File: config.mk
export PLATFORM = sky130hd
export DESIGN_NAME = coordinate_stack_with_search
export DESIGN_NICKNAME = d
export VERILOG_FILES = /design/src/rtl/csws_pkg.sv /design/src/rtl/coordinate_stack_with_search.sv /design/src/rtl/csws_front.sv /design/src/rtl/csws_queue.sv /design/src/rtl/csws_back.sv
export VERILOG_INCLUDE_DIRS = /design/src /design/src/rtl
export SDC_FILE = /design/constraint.sdc
export NUM_CORES = 2
export LEC_CHECK = 0
export BUFFER_PORTS_ARGS = -buffer_cell sky130_fd_sc_hd__buf_2
export CAP_MARGIN = 30
export CORE_ASPECT_RATIO = 2
export CORE_MARGIN = 2
export CORE_UTILIZATION = 25
export DETAILED_ROUTE_END_ITERATION = 10
export PLACE_DENSITY = 0.41
export SYNTH_ARGS = -nofsm -noshare
export SYNTH_HDL_FRONTEND = slang
export SYNTH_SLANG_ARGS = --single-unit
File: constraint.sdc
create_clock -name clock -period 9.1 [get_ports clock]
set_input_delay 0.455 -clock clock [delete_from_list [all_inputs] [get_ports clock]]
set_output_delay 0.455 -clock clock [all_outputs]
set_load 0.01 [all_outputs]
File: src/rtl/assert_macros.svh
// Assertion macros used by the top level of the coordinate stack.
`ifndef ASSERT_MACROS_SVH
`define ASSERT_MACROS_SVH
`ifndef NO_ASSERTIONS
// Same-cycle implication, disabled during reset.
`define ASSERT_IMPLIES(label, clk, rst, ante, cons) \
   label: assert property (@(posedge clk) disable iff (rst) (ante) |-> (cons)) \
      else $error("implication check failed");
// Next-cycle implication, disabled during reset.
`define ASSERT_NEXT(label, clk, rst, ante, cons) \
   label: assert property (@(posedge clk) disable iff (rst) (ante) |=> (cons)) \
      else $error("next-cycle check failed");
`else
`define ASSERT_IMPLIES(label, clk, rst, ante, cons)
`define ASSERT_NEXT(label, clk, rst, ante, cons)
`endif
`endif

File: src/rtl/csws_pkg.sv
// Types and constants shared by the coordinate stack modules.
`default_nettype none
package csws_pkg;

   localparam int STACK_DEPTH_DEF = 64;
   localparam int QUEUE_DEPTH     = 2;

   // Request codes as they arrive on the input channel.
   localparam logic [2:0] REQ_PUSH     = 3'd0;
   localparam logic [2:0] REQ_POP      = 3'd1;
   localparam logic [2:0] REQ_PEEK     = 3'd2;
   localparam logic [2:0] REQ_CONTAINS = 3'd3;
   localparam logic [2:0] REQ_DELETE   = 3'd4;
   localparam logic [2:0] REQ_CLEAR    = 3'd5;

   // Result status codes.
   localparam logic [1:0] STATUS_OK        = 2'd0;
   localparam logic [1:0] STATUS_UNDERFLOW = 2'd1;
   localparam logic [1:0] STATUS_OVERFLOW  = 2'd2;

   // Classified operation carried from the front end to the engine.
   typedef enum logic [2:0] {
      OP_PUSH,
      OP_POP,
      OP_PEEK,
      OP_CONTAINS,
      OP_DELETE,
      OP_CLEAR,
      OP_NONE
   } op_type;

   typedef struct packed {
      op_type      op;
      logic [31:0] key;
   } cmd_type;

   // Engine sequencer states.
   typedef enum logic [2:0] {
      STATE_IDLE,
      STATE_TOP,
      STATE_SCAN_RD,
      STATE_SCAN_CMP,
      STATE_SHIFT_RD,
      STATE_SHIFT_WR,
      STATE_RESP
   } state_type;

endpackage
`default_nettype wire

File: src/rtl/coordinate_stack_with_search.sv
// Accepted requests are registered in the command queue before the engine takes them. Per
// request, push, clear and no-op go straight to the response state, pop and peek read the
// top entry first, contains scans down from the top and delete also shifts the entries above.
// The engine handles one request at a time; the two-entry queue takes requests meanwhile.
// Reset is synchronous and active high; it empties the stack and the queue at once.
// Top level of the coordinate stack with search.
`default_nettype none
`include "assert_macros.svh"
module coordinate_stack_with_search #(
   parameter int STACK_DEPTH = csws_pkg::STACK_DEPTH_DEF
) (
   input  wire logic        clock,
   input  wire logic        reset,
   input  wire logic        req_valid,
   output logic             req_stall,
   input  wire logic [2:0]  req_type,
   input  wire logic [15:0] req_coord_x,
   input  wire logic [15:0] req_coord_y,
   output logic             rsp_valid,
   input  wire logic        rsp_stall,
   output logic [15:0]      rsp_top_x,
   output logic [15:0]      rsp_top_y,
   output logic             rsp_found,
   output logic             rsp_is_empty,
   output logic [1:0]       rsp_status
);

   logic              q_full;
   logic              q_push;
   csws_pkg::cmd_type push_cmd;
   logic              q_valid;
   logic              q_pop;
   csws_pkg::cmd_type q_cmd;
   logic              rsp_underflow;

   // Front end classifies incoming transactions.
   csws_front u_front (
      .req_valid   (req_valid),
      .req_stall   (req_stall),
      .req_type    (req_type),
      .req_coord_x (req_coord_x),
      .req_coord_y (req_coord_y),
      .q_full      (q_full),
      .q_push      (q_push),
      .q_cmd       (push_cmd)
   );

   // Command queue decouples the two sides.
   csws_queue u_queue (
      .clock    (clock),
      .reset    (reset),
      .push     (q_push),
      .push_cmd (push_cmd),
      .full     (q_full),
      .q_valid  (q_valid),
      .pop      (q_pop),
      .q_cmd    (q_cmd)
   );

   // Engine executes commands against the stack memory.
   csws_back #(
      .STACK_DEPTH (STACK_DEPTH)
   ) u_back (
      .clock        (clock),
      .reset        (reset),
      .q_valid      (q_valid),
      .q_cmd        (q_cmd),
      .q_pop        (q_pop),
      .rsp_valid    (rsp_valid),
      .rsp_stall    (rsp_stall),
      .rsp_top_x    (rsp_top_x),
      .rsp_top_y    (rsp_top_y),
      .rsp_found    (rsp_found),
      .rsp_is_empty (rsp_is_empty),
      .rsp_status   (rsp_status)
   );

   // A presented response that reports an underflow.
   assign rsp_underflow = rsp_valid && (rsp_status == csws_pkg::STATUS_UNDERFLOW);

   // The engine never takes a command from an empty queue.
   `ASSERT_IMPLIES(a_pop_needs_cmd, clock, reset, q_pop, q_valid)
   // An underflow can only be reported while the stack is empty.
   `ASSERT_IMPLIES(a_underflow_empty, clock, reset, rsp_underflow, rsp_is_empty)
   // A successful search never carries an error status.
   `ASSERT_IMPLIES(a_found_ok, clock, reset, rsp_valid && rsp_found, rsp_status == csws_pkg::STATUS_OK)

endmodule
`default_nettype wire

File: src/rtl/csws_front.sv
// Front end: accepts request transactions and classifies them into commands.
`default_nettype none
module csws_front (
   input  wire logic              req_valid,
   output logic                   req_stall,
   input  wire logic [2:0]        req_type,
   input  wire logic [15:0]       req_coord_x,
   input  wire logic [15:0]       req_coord_y,
   input  wire logic              q_full,
   output logic                   q_push,
   output csws_pkg::cmd_type      q_cmd
);

   csws_pkg::op_type op;

   // Map the request code onto an operation; unused codes become no-ops.
   always_comb begin
      unique case (req_type)
         csws_pkg::REQ_PUSH:     op = csws_pkg::OP_PUSH;
         csws_pkg::REQ_POP:      op = csws_pkg::OP_POP;
         csws_pkg::REQ_PEEK:     op = csws_pkg::OP_PEEK;
         csws_pkg::REQ_CONTAINS: op = csws_pkg::OP_CONTAINS;
         csws_pkg::REQ_DELETE:   op = csws_pkg::OP_DELETE;
         csws_pkg::REQ_CLEAR:    op = csws_pkg::OP_CLEAR;
         default:                op = csws_pkg::OP_NONE;
      endcase
   end

   // A transaction is taken whenever the command queue has room.
   assign req_stall = q_full;
   assign q_push    = req_valid && !q_full;
   assign q_cmd.op  = op;
   assign q_cmd.key = {req_coord_x, req_coord_y};

endmodule
`default_nettype wire

File: src/rtl/csws_queue.sv
// Short command queue between the front end and the stack engine.
`default_nettype none
module csws_queue (
   input  wire logic              clock,
   input  wire logic              reset,
   input  wire logic              push,
   input  wire csws_pkg::cmd_type push_cmd,
   output logic                   full,
   output logic                   q_valid,
   input  wire logic              pop,
   output csws_pkg::cmd_type      q_cmd
);

   localparam int DEPTH = csws_pkg::QUEUE_DEPTH;
   localparam int PW    = (DEPTH > 1) ? $clog2(DEPTH) : 1;
   localparam int FW    = $clog2(DEPTH + 1);
   localparam logic [PW-1:0] LAST_PTR  = PW'(DEPTH - 1);
   localparam logic [FW-1:0] FULL_FILL = FW'(DEPTH);

   csws_pkg::cmd_type entries_ff [DEPTH];
   logic [PW-1:0] wr_ptr_ff, wr_ptr_in;
   logic [PW-1:0] rd_ptr_ff, rd_ptr_in;
   logic [FW-1:0] fill_ff, fill_in;

   assign full    = (fill_ff == FULL_FILL);
   assign q_valid = (fill_ff != '0);
   assign q_cmd   = entries_ff[rd_ptr_ff];

   // Pointer and fill bookkeeping.
   always_comb begin
      wr_ptr_in = wr_ptr_ff;
      rd_ptr_in = rd_ptr_ff;
      fill_in   = fill_ff;
      if (push) begin
         wr_ptr_in = (wr_ptr_ff == LAST_PTR) ? '0 : wr_ptr_ff + PW'(1);
      end
      if (pop) begin
         rd_ptr_in = (rd_ptr_ff == LAST_PTR) ? '0 : rd_ptr_ff + PW'(1);
      end
      if (push && !pop) begin
         fill_in = fill_ff + FW'(1);
      end else if (pop && !push) begin
         fill_in = fill_ff - FW'(1);
      end
   end

   always_ff @(posedge clock) begin
      if (reset) begin
         wr_ptr_ff <= '0;
         rd_ptr_ff <= '0;
         fill_ff   <= '0;
      end else begin
         wr_ptr_ff <= wr_ptr_in;
         rd_ptr_ff <= rd_ptr_in;
         fill_ff   <= fill_in;
      end
   end

   // Command storage.
   always_ff @(posedge clock) begin
      if (push) begin
         entries_ff[wr_ptr_ff] <= push_cmd;
      end
   end

endmodule
`default_nettype wire

File: src/rtl/csws_back.sv
// Stack engine: entry memory, sequencer for search and delete, result register.
`default_nettype none
module csws_back #(
   parameter int STACK_DEPTH = csws_pkg::STACK_DEPTH_DEF
) (
   input  wire logic              clock,
   input  wire logic              reset,
   input  wire logic              q_valid,
   input  wire csws_pkg::cmd_type q_cmd,
   output logic                   q_pop,
   output logic                   rsp_valid,
   input  wire logic              rsp_stall,
   output logic [15:0]            rsp_top_x,
   output logic [15:0]            rsp_top_y,
   output logic                   rsp_found,
   output logic                   rsp_is_empty,
   output logic [1:0]             rsp_status
);

   localparam int AW = (STACK_DEPTH > 1) ? $clog2(STACK_DEPTH) : 1;
   localparam int CW = $clog2(STACK_DEPTH + 1);
   localparam logic [CW-1:0] FULL_COUNT = CW'(STACK_DEPTH);
   localparam logic [CW-1:0] ONE        = CW'(1);

   csws_pkg::state_type state_ff, state_in;
   logic [CW-1:0]       count_ff, count_in;
   logic                rsp_valid_ff, rsp_valid_in;

   csws_pkg::op_type    op_ff, op_in;
   logic [31:0]         key_ff, key_in;
   logic [AW-1:0]       idx_ff, idx_in;
   logic [31:0]         res_top_ff, res_top_in;
   logic                res_found_ff, res_found_in;
   logic [1:0]          res_status_ff, res_status_in;
   logic [31:0]         rsp_top_ff, rsp_top_in;
   logic                rsp_found_ff, rsp_found_in;
   logic                rsp_empty_ff, rsp_empty_in;
   logic [1:0]          rsp_status_ff, rsp_status_in;

   logic [31:0]         mem [STACK_DEPTH];
   logic [31:0]         rdata_ff;
   logic [AW-1:0]       rd_addr;
   logic                wr_en;
   logic [AW-1:0]       wr_addr;
   logic [31:0]         wr_data;

   logic [CW-1:0]       count_m1;
   logic [CW-1:0]       idx_ext;
   logic [CW-1:0]       idx_next_ext;
   logic                is_full;
   logic                is_empty;
   logic                key_match;
   logic                match_on_top;
   logic                shift_done;
   logic                out_free;

   // Shared status terms.
   assign count_m1     = count_ff - ONE;
   assign idx_ext      = CW'(idx_ff);
   assign idx_next_ext = idx_ext + ONE;
   assign is_full      = (count_ff == FULL_COUNT);
   assign is_empty     = (count_ff == '0);
   assign key_match    = (rdata_ff == key_ff);
   assign match_on_top = (idx_ext == count_m1);
   assign shift_done   = ((idx_next_ext + ONE) == count_ff);
   assign out_free     = !rsp_valid_ff || !rsp_stall;

   // Next state of the sequencer.
   always_comb begin
      state_in = state_ff;
      unique case (state_ff)
         csws_pkg::STATE_IDLE: begin
            if (q_valid) begin
               case (q_cmd.op) inside
                  csws_pkg::OP_POP, csws_pkg::OP_PEEK:
                     state_in = is_empty ? csws_pkg::STATE_RESP : csws_pkg::STATE_TOP;
                  csws_pkg::OP_CONTAINS, csws_pkg::OP_DELETE:
                     state_in = is_empty ? csws_pkg::STATE_RESP : csws_pkg::STATE_SCAN_RD;
                  default:
                     state_in = csws_pkg::STATE_RESP;
               endcase
            end
         end
         csws_pkg::STATE_TOP:     state_in = csws_pkg::STATE_RESP;
         csws_pkg::STATE_SCAN_RD: state_in = csws_pkg::STATE_SCAN_CMP;
         csws_pkg::STATE_SCAN_CMP: begin
            if (key_match) begin
               state_in = (op_ff == csws_pkg::OP_DELETE && !match_on_top)
                        ? csws_pkg::STATE_SHIFT_RD : csws_pkg::STATE_RESP;
            end else begin
               state_in = (idx_ff == '0) ? csws_pkg::STATE_RESP : csws_pkg::STATE_SCAN_RD;
            end
         end
         csws_pkg::STATE_SHIFT_RD: state_in = csws_pkg::STATE_SHIFT_WR;
         csws_pkg::STATE_SHIFT_WR: begin
            state_in = shift_done ? csws_pkg::STATE_RESP : csws_pkg::STATE_SHIFT_RD;
         end
         csws_pkg::STATE_RESP: begin
            if (out_free) begin
               state_in = csws_pkg::STATE_IDLE;
            end
         end
         default: state_in = csws_pkg::STATE_IDLE;
      endcase
   end

   // Datapath, memory port and result register control per state.
   always_comb begin
      q_pop         = 1'b0;
      count_in      = count_ff;
      op_in         = op_ff;
      key_in        = key_ff;
      idx_in        = idx_ff;
      res_top_in    = res_top_ff;
      res_found_in  = res_found_ff;
      res_status_in = res_status_ff;
      rd_addr       = idx_ff;
      wr_en         = 1'b0;
      wr_addr       = idx_ff;
      wr_data       = rdata_ff;
      rsp_valid_in  = rsp_valid_ff && rsp_stall;
      rsp_top_in    = rsp_top_ff;
      rsp_found_in  = rsp_found_ff;
      rsp_empty_in  = rsp_empty_ff;
      rsp_status_in = rsp_status_ff;

      unique case (state_ff)
         csws_pkg::STATE_IDLE: begin
            rd_addr = count_m1[AW-1:0];
            if (q_valid) begin
               q_pop         = 1'b1;
               op_in         = q_cmd.op;
               key_in        = q_cmd.key;
               idx_in        = count_m1[AW-1:0];
               res_top_in    = '0;
               res_found_in  = 1'b0;
               res_status_in = csws_pkg::STATUS_OK;
               case (q_cmd.op) inside
                  csws_pkg::OP_PUSH: begin
                     if (is_full) begin
                        res_status_in = csws_pkg::STATUS_OVERFLOW;
                     end else begin
                        wr_en    = 1'b1;
                        wr_addr  = count_ff[AW-1:0];
                        wr_data  = q_cmd.key;
                        count_in = count_ff + ONE;
                     end
                  end
                  csws_pkg::OP_POP, csws_pkg::OP_PEEK: begin
                     if (is_empty) begin
                        res_status_in = csws_pkg::STATUS_UNDERFLOW;
                     end
                  end
                  csws_pkg::OP_CLEAR: count_in = '0;
                  default: ;
               endcase
            end
         end
         csws_pkg::STATE_TOP: begin
            res_top_in = rdata_ff;
            if (op_ff == csws_pkg::OP_POP) begin
               count_in = count_m1;
            end
         end
         csws_pkg::STATE_SCAN_RD: ;
         csws_pkg::STATE_SCAN_CMP: begin
            if (key_match) begin
               res_found_in = 1'b1;
               if (op_ff == csws_pkg::OP_DELETE && match_on_top) begin
                  count_in = count_m1;
               end
            end else if (idx_ff != '0) begin
               idx_in = idx_ff - AW'(1);
            end
         end
         csws_pkg::STATE_SHIFT_RD: begin
            rd_addr = idx_next_ext[AW-1:0];
         end
         csws_pkg::STATE_SHIFT_WR: begin
            wr_en   = 1'b1;
            wr_addr = idx_ff;
            wr_data = rdata_ff;
            idx_in  = idx_next_ext[AW-1:0];
            if (shift_done) begin
               count_in = count_m1;
            end
         end
         csws_pkg::STATE_RESP: begin
            if (out_free) begin
               rsp_valid_in  = 1'b1;
               rsp_top_in    = res_top_ff;
               rsp_found_in  = res_found_ff;
               rsp_empty_in  = is_empty;
               rsp_status_in = res_status_ff;
            end
         end
         default: ;
      endcase
   end

   // Control registers.
   always_ff @(posedge clock) begin
      if (reset) begin
         state_ff     <= csws_pkg::STATE_IDLE;
         count_ff     <= '0;
         rsp_valid_ff <= 1'b0;
      end else begin
         state_ff     <= state_in;
         count_ff     <= count_in;
         rsp_valid_ff <= rsp_valid_in;
      end
   end

   // Payload registers.
   always_ff @(posedge clock) begin
      op_ff         <= op_in;
      key_ff        <= key_in;
      idx_ff        <= idx_in;
      res_top_ff    <= res_top_in;
      res_found_ff  <= res_found_in;
      res_status_ff <= res_status_in;
      rsp_top_ff    <= rsp_top_in;
      rsp_found_ff  <= rsp_found_in;
      rsp_empty_ff  <= rsp_empty_in;
      rsp_status_ff <= rsp_status_in;
   end

   // Entry memory with one write port and one registered read port.
   always_ff @(posedge clock) begin
      if (wr_en) begin
         mem[wr_addr] <= wr_data;
      end
      rdata_ff <= mem[rd_addr];
   end

   assign rsp_valid    = rsp_valid_ff;
   assign rsp_top_x    = rsp_top_ff[31:16];
   assign rsp_top_y    = rsp_top_ff[15:0];
   assign rsp_found    = rsp_found_ff;
   assign rsp_is_empty = rsp_empty_ff;
   assign rsp_status   = rsp_status_ff;

endmodule
`default_nettype wire

-- After elaboration in Yosys (flattened, before gate mapping)
Memory sizes are Yosys's and may differ from the RTL's. A register that Yosys moved wholly into a read port is not among the register bits.
Cells that the tools add are included.
- input bits: 39
- output and inout bits: 38
- latch bits: 0
- memory bits (read-only): 0
- memories kept: 2
- register bits: 127
- RAM bits: 2118
- memories (memory ; depth ; width ; rd ports ; clocked after Yosys merged registers in ; wr ports ; RTL line ; text):
    u_back.mem ; 64 ; 32 ; 1 ; 1 ; 1 ; csws_back.sv:40 ; logic [31:0] mem [STACK_DEPTH];
    u_queue.entries_ff ; 2 ; 35 ; 1 ; 1 ; 1 ; csws_queue.sv:20 ; csws_pkg::cmd_type entries_ff [DEPTH];
- $lt $le $gt $ge: 0
- shift operators: 0
- bitwise operators: 0
- $mul: 0
- multiplexer cells: 62
- reductions and logical operators: 34
- div/mod/pow operators: 0
- equal/unequal tests: 34
- add/subtract/negate cells: 9
- operators by type and width (operator ; number):
    $mux 32 ; 5
    $pmux 32 s2 ; 1
    $mux 7 ; 9
    $mux 6 ; 7
    $eq 32x32->1 ; 1
    $pmux 7 s4 ; 1
    $eq 3x3->1 const B ; 8
    $mux 3 ; 8
    $pmux 3 s7 ; 1
    $eq 3x2->1 const B ; 6
    $mux 1 ; 18
    $pmux 3 s6 ; 1
    $pmux 6 s3 ; 1
    $add 7x1->7 const B ; 2
    $mux 2 ; 7
    $eq 3x1->1 const B ; 4
    $ne 2x1->1 const B ; 6
    $pmux 6 s2 ; 1
    $logic_not 3->1 ; 3
    $reduce_and 9->1 ; 1
    $reduce_and 2->1 ; 4
    $reduce_bool 2->1 ; 4
    $add 6x1->7 const B ; 1
    $eq 6x7->1 ; 1
    other kinds (24) ; 38

-- Longest topological paths before layout
- depth after elaboration: 7
- gate-level depth with buffers: 12
- mapped depth without buffers: 10

-- Hierarchy
A second synthesis with hierarchy kept.
- cells, all modules: 4999
- area total of the unflattened synthesis: 88713.8 sq um
- modules (own cells, without submodules) (module ; area an instance (sq um) ; times used ; sequential area each (sq um) ; cells each):
    csws_back ; 85699.7 ; 1 ; 65723.0 ; 4831
    csws_queue ; 2745.1 ; 1 ; 2202.1 ; 131
    csws_front ; 269.0 ; 1 ; 0.0 ; 37

-- Worst setup path after synthesis
Ideal clock, no wire load.
- path type: flip-flop to flip-flop
- start: register u_back.count_ff[0]
- end: memory u_back.mem[15][0], enable pin
- stages on the path, launching flop included: 11
- setup time: 421 ps
- slack: 4766 ps
- arrival time: 3913 ps
- path buffers: 2
- data required time: 8679 ps
- clock period less this slack: 4334 ps
- path through: dfxtp_1 buf_2 inv_1 ha_1 or4b_2 nor3_1 or3_1 clkbuf_1 a41oi_1 a21o_1 nor2_1
- cells in the longest elaborated chain, start to end: 7
- elaborated cells on any way between the ends: 11
- classes of those cells: eq/ne (1); mux (10)
- ends and longest elaborated chain (what ; RTL line ; text):
    from (decl) ; csws_back.sv:26 ; logic [CW-1:0] count_ff, count_in;
    from (signal assigned) ; csws_back.sv:209 ; count_ff <= count_in;
    $eq 7x7->1 ; csws_back.sv:61 ; assign is_full = (count_ff == FULL_COUNT);
    $mux 1 ; csws_back.sv:140 ; if (is_full) begin
    $mux 1 ; csws_back.sv:138 ; case (q_cmd.op) inside
    $mux 1 ; csws_back.sv:130 ; if (q_valid) begin
    $pmux 1 s2 ; csws_back.sv:127 ; unique case (state_ff)
    $mux 1 ; csws_back.sv:230 ; if (wr_en) begin
    $mux 1 (implied by the code) ; csws_back.sv:231 ; mem[wr_addr] <= wr_data;
    to (decl) ; csws_back.sv:40 ;
Several ways; a longest one is shown, not always the timed one.

-- Worst setup path after layout
- start: register u_back.count_ff[0]
- end: memory u_back.mem[29][14], enable pin
The elaborated chain is that of the path after synthesis.

==> results.sh <==
export IMPL_endpoint_kind="flip-flop"
export IMPL_worstSetupPathType="flip-flop to flip-flop"
export IMPL_gp_congestion=0.8084
export IMPL_crit_path_start_kind="flip-flop"
export IMPL_cts_tree="built"
export IMPL_place_inst=8656
export IMPL_clockBufferDepth=4
export IMPL_dp_hpwl_um=172000
export IMPL_via_per_inst=4.620
export IMPL_intPower_w=0.02379
export IMPL_pwr_share_seq=0.359
export IMPL_stdcell_area_um2=101400
export IMPL_grt_overflow=0
export IMPL_ys_warn_count=0
export IMPL_yosys_most_used_dff="edfxtp_1"
export IMPL_placedInstanceArea_um2=94410
export IMPL_power_density_nw_per_um2=381.3
export IMPL_clkPwrFrac=0.221
export IMPL_relSlewSlack=0.3126
export IMPL_start_util=0.2509
export IMPL_cts_sinks=2278
export IMPL_first_iter_violations=3333
export IMPL_area_delta_synth_final_pct=16.63
export IMPL_outcome="finished clean"
export IMPL_h_tree_depth=4
export IMPL_drive_above_1_share=0.2760
export IMPL_cp_required_ps=9640
export IMPL_peakVddDrop_v=0.0006166
export IMPL_die_y_um=837.9
export IMPL_clk_pin_slew_ps=70
export IMPL_routed_wl_um=285300
export IMPL_dieArea_um2=352700
export IMPL_tns_ps=0
export IMPL_finalCriticalPeriod_ps=5642
export IMPL_antenna_found_initial=30
export IMPL_comb_power_share=0.420
export IMPL_ant_nets=0
export IMPL_rsz0062_at_grt="false"
export IMPL_die_w_um=421.0
export IMPL_track_usage=0.1589
export IMPL_stdcell_count=9151
export IMPL_p_sw_frac=0.3845
export IMPL_netlist_area_um2=86930
export IMPL_finalHoldViolCount=0
export IMPL_row_count=306
export IMPL_cp_arrival_ps=6180
export IMPL_route_detailed_drc=0
export IMPL_portBuffers=76
export IMPL_post_route_util=0.2926
export IMPL_hold_class="input port to flip-flop"
export IMPL_ys_types=62
export IMPL_max_cap_violations=0
export IMPL_layout_nets=4328
export IMPL_tightestPinTransition_ps=1031
export IMPL_clk_latency_ps=900
export IMPL_fin_crit_sh=0.6200
export IMPL_wl_per_cell_um=31.18
export IMPL_fmax_mhz=177.3
export IMPL_most_common_layout_cells="edfxtp_1 (2,230), mux4_2 (512), a22oi_1 (251)"
export IMPL_first_global_vias=45110
export IMPL_boundaryPins=77
export IMPL_timing_hold_ws_ps=308.4
export IMPL_syn_nets=4065
export IMPL_grt_pass1_wl_um=388500
export IMPL_post_cts_buffers=0
export IMPL_num_vias=42280
export IMPL_yosys_register_bits=2278
export IMPL_firstDrtPassIters=5
export IMPL_synth_seq_area_share=0.7814
export IMPL_crit_fanout=48
export IMPL_coreArea_um2=346500
export IMPL_drv_slew=0
export IMPL_final_common_cell="edfxtp_1"
export IMPL_cts_buffers=200
export IMPL_grt_max_degree=96
export IMPL_p_sw_w=0.01486
export IMPL_clockRootBuffer="clkbuf_16"
export IMPL_avgSynthCellArea_um2=21.65
export IMPL_synth_edff_count=2230
export IMPL_async_reset_ff_frac=0
export IMPL_synth_cells=4015
export IMPL_p_leak_nw=30.46
export IMPL_clock_skew_final_ps=69.75
export IMPL_finalSetupViolCount=0
==> routing by layer <==
metal | share of wire | wire length [um] | global-route usage | up-vias
met5 | 0 | 0 | 0 | -
met3 | 0.034 | 9817 | 0.01671 | 377
met2 | 0.56 | 160300 | 0.3105 | 1117
met4 | 0.058 | 16610 | 0.08138 | 0
met1 | 0.35 | 98570 | 0.1653 | 23290
li1 | - | - | - | 17490
==> area by class of cell <==
type	instances	area, um^2
Antenna cell	107	267.8
Timing Repair Buffer	294	2465
Multi-Input combinational cell	1487	18610
Clock buffer	255	5273
Sequential cell	2278	67930
Clock inverter	93	997.2
Inverter	17	63.81
Tap cell	4620	5781
Fill cell	33740	245100
==> power by group through the flow <==
stage | logic [W] | registers, W | clock network, W
finish | 0.0162 | 0.0139 | 0.00855
detailed placement | 0.0166 | 0.0141 | 0
global route | 0.0171 | 0.0139 | 0.00912
global placement | 0.0163 | 0.0141 | 0
floorplan | 0.00932 | 0.0139 | 0
CTS | 0.0167 | 0.0139 | 0.00881
==> metrics by stage <==
stage / worst slack (ps) / total power [W]
finish: 3458 / 0.03865
global route: 3166 / 0.04009
CTS: 3397 / 0.03936
detailed placement: 3347 / 0.03074
global placement: 3051 / 0.03047
floorplan: 4766 / 0.02325
==> registers in the layout (all words and copies together), names as in the netlist, 2 cells and up, named ones only <==
name                  count
u_queue.fill_ff           2
u_back.state_ff           3
u_queue.entries_ff       70
u_back.count_ff           7
u_back.key_ff            32
u_back.rdata_ff          32
u_back.rsp_status         2
u_back.op_ff              3
u_back.rsp_top_ff        32
u_back.res_top_ff        32
u_back.res_status_ff      2
u_back.idx_ff             6
u_back.mem             2048
==> cells by family (layout without fill, tap and decap cells) <==
family          count (synthesis)  count (layout)  share of synthesized area
compound gates                483             483                    0.03750
xor+xnor                       60              60                   0.006362
fa+ha+maj                      11              11                   0.001583
buf+inv                       250             659                    0.01372
flops                        2278            2278                     0.7814
mux                           556             556                     0.1382
other cells                     0             107                          0
simple gates                  377             377                    0.02120
==> critical path: stages (launching register included) <==
cell	delay, ps
dfxtp_1	460
inv_1	230
ha_1	170
or4b_2	600
nor3_1	510
or3_2	240
buf_4	480
mux2i_1	660
nand2_1	660
nor2_4	830
buf_4	440
==> synthesized netlist by cell type, types with 6 or more instances <==
cell / n / share of area
edfxtp_1: 2230 / 0.77
mux4_2: 512 / 0.13
a22oi_1: 252 / 0.022
a21oi_1: 140 / 0.0081
clkbuf_1: 136 / 0.0059
nand2_1: 132 / 0.0057
nor2_1: 97 / 0.0042
dfxtp_1: 48 / 0.011
xnor2_1: 47 / 0.0047
and3_1: 37 / 0.0027
mux2_2: 35 / 0.0045
buf_1: 32 / 0.0014
or4_1: 32 / 0.0028
buf_2: 29 / 0.0017
buf_6: 22 / 0.0029
inv_1: 17 / 0.00073
buf_4: 14 / 0.0012
o21ai_0: 14 / 0.00081
nand3_1: 12 / 0.00069
ha_1: 11 / 0.0016
or3_1: 11 / 0.00079
xor2_1: 11 / 0.0011
nor3_1: 10 / 0.00058
mux2i_1: 9 / 0.0010
nand4_1: 9 / 0.00065
a21o_1: 8 / 0.00069
a221oi_1: 8 / 0.00081
nor4_1: 8 / 0.00058
o22ai_1: 7 / 0.00050
a31oi_1: 6 / 0.00043
==> path summary, 6_finish.rpt <==
kind | start | to | slack (ps) | cells after the start
setup / recovery | u_back.count_ff[0] | u_back.mem[29][14] | 3460 | 10
setup reg to reg | u_back.count_ff[0] | u_back.mem[29][14] | 3460 | 10
hold reg to reg | u_back.res_top_ff[0] | u_back.rsp_top_ff[0] | 400 | 0
hold / removal | req_coord_x[12] | u_queue.entries_ff[0][28] | 310 | 2
==> timing repair <==
action | in CTS | in global routing
hold buffers | 38 | 0
hold endpoints to repair | 82 | 0
gates resized for setup | 0 | 0
(Power assumes the default switching activity.)
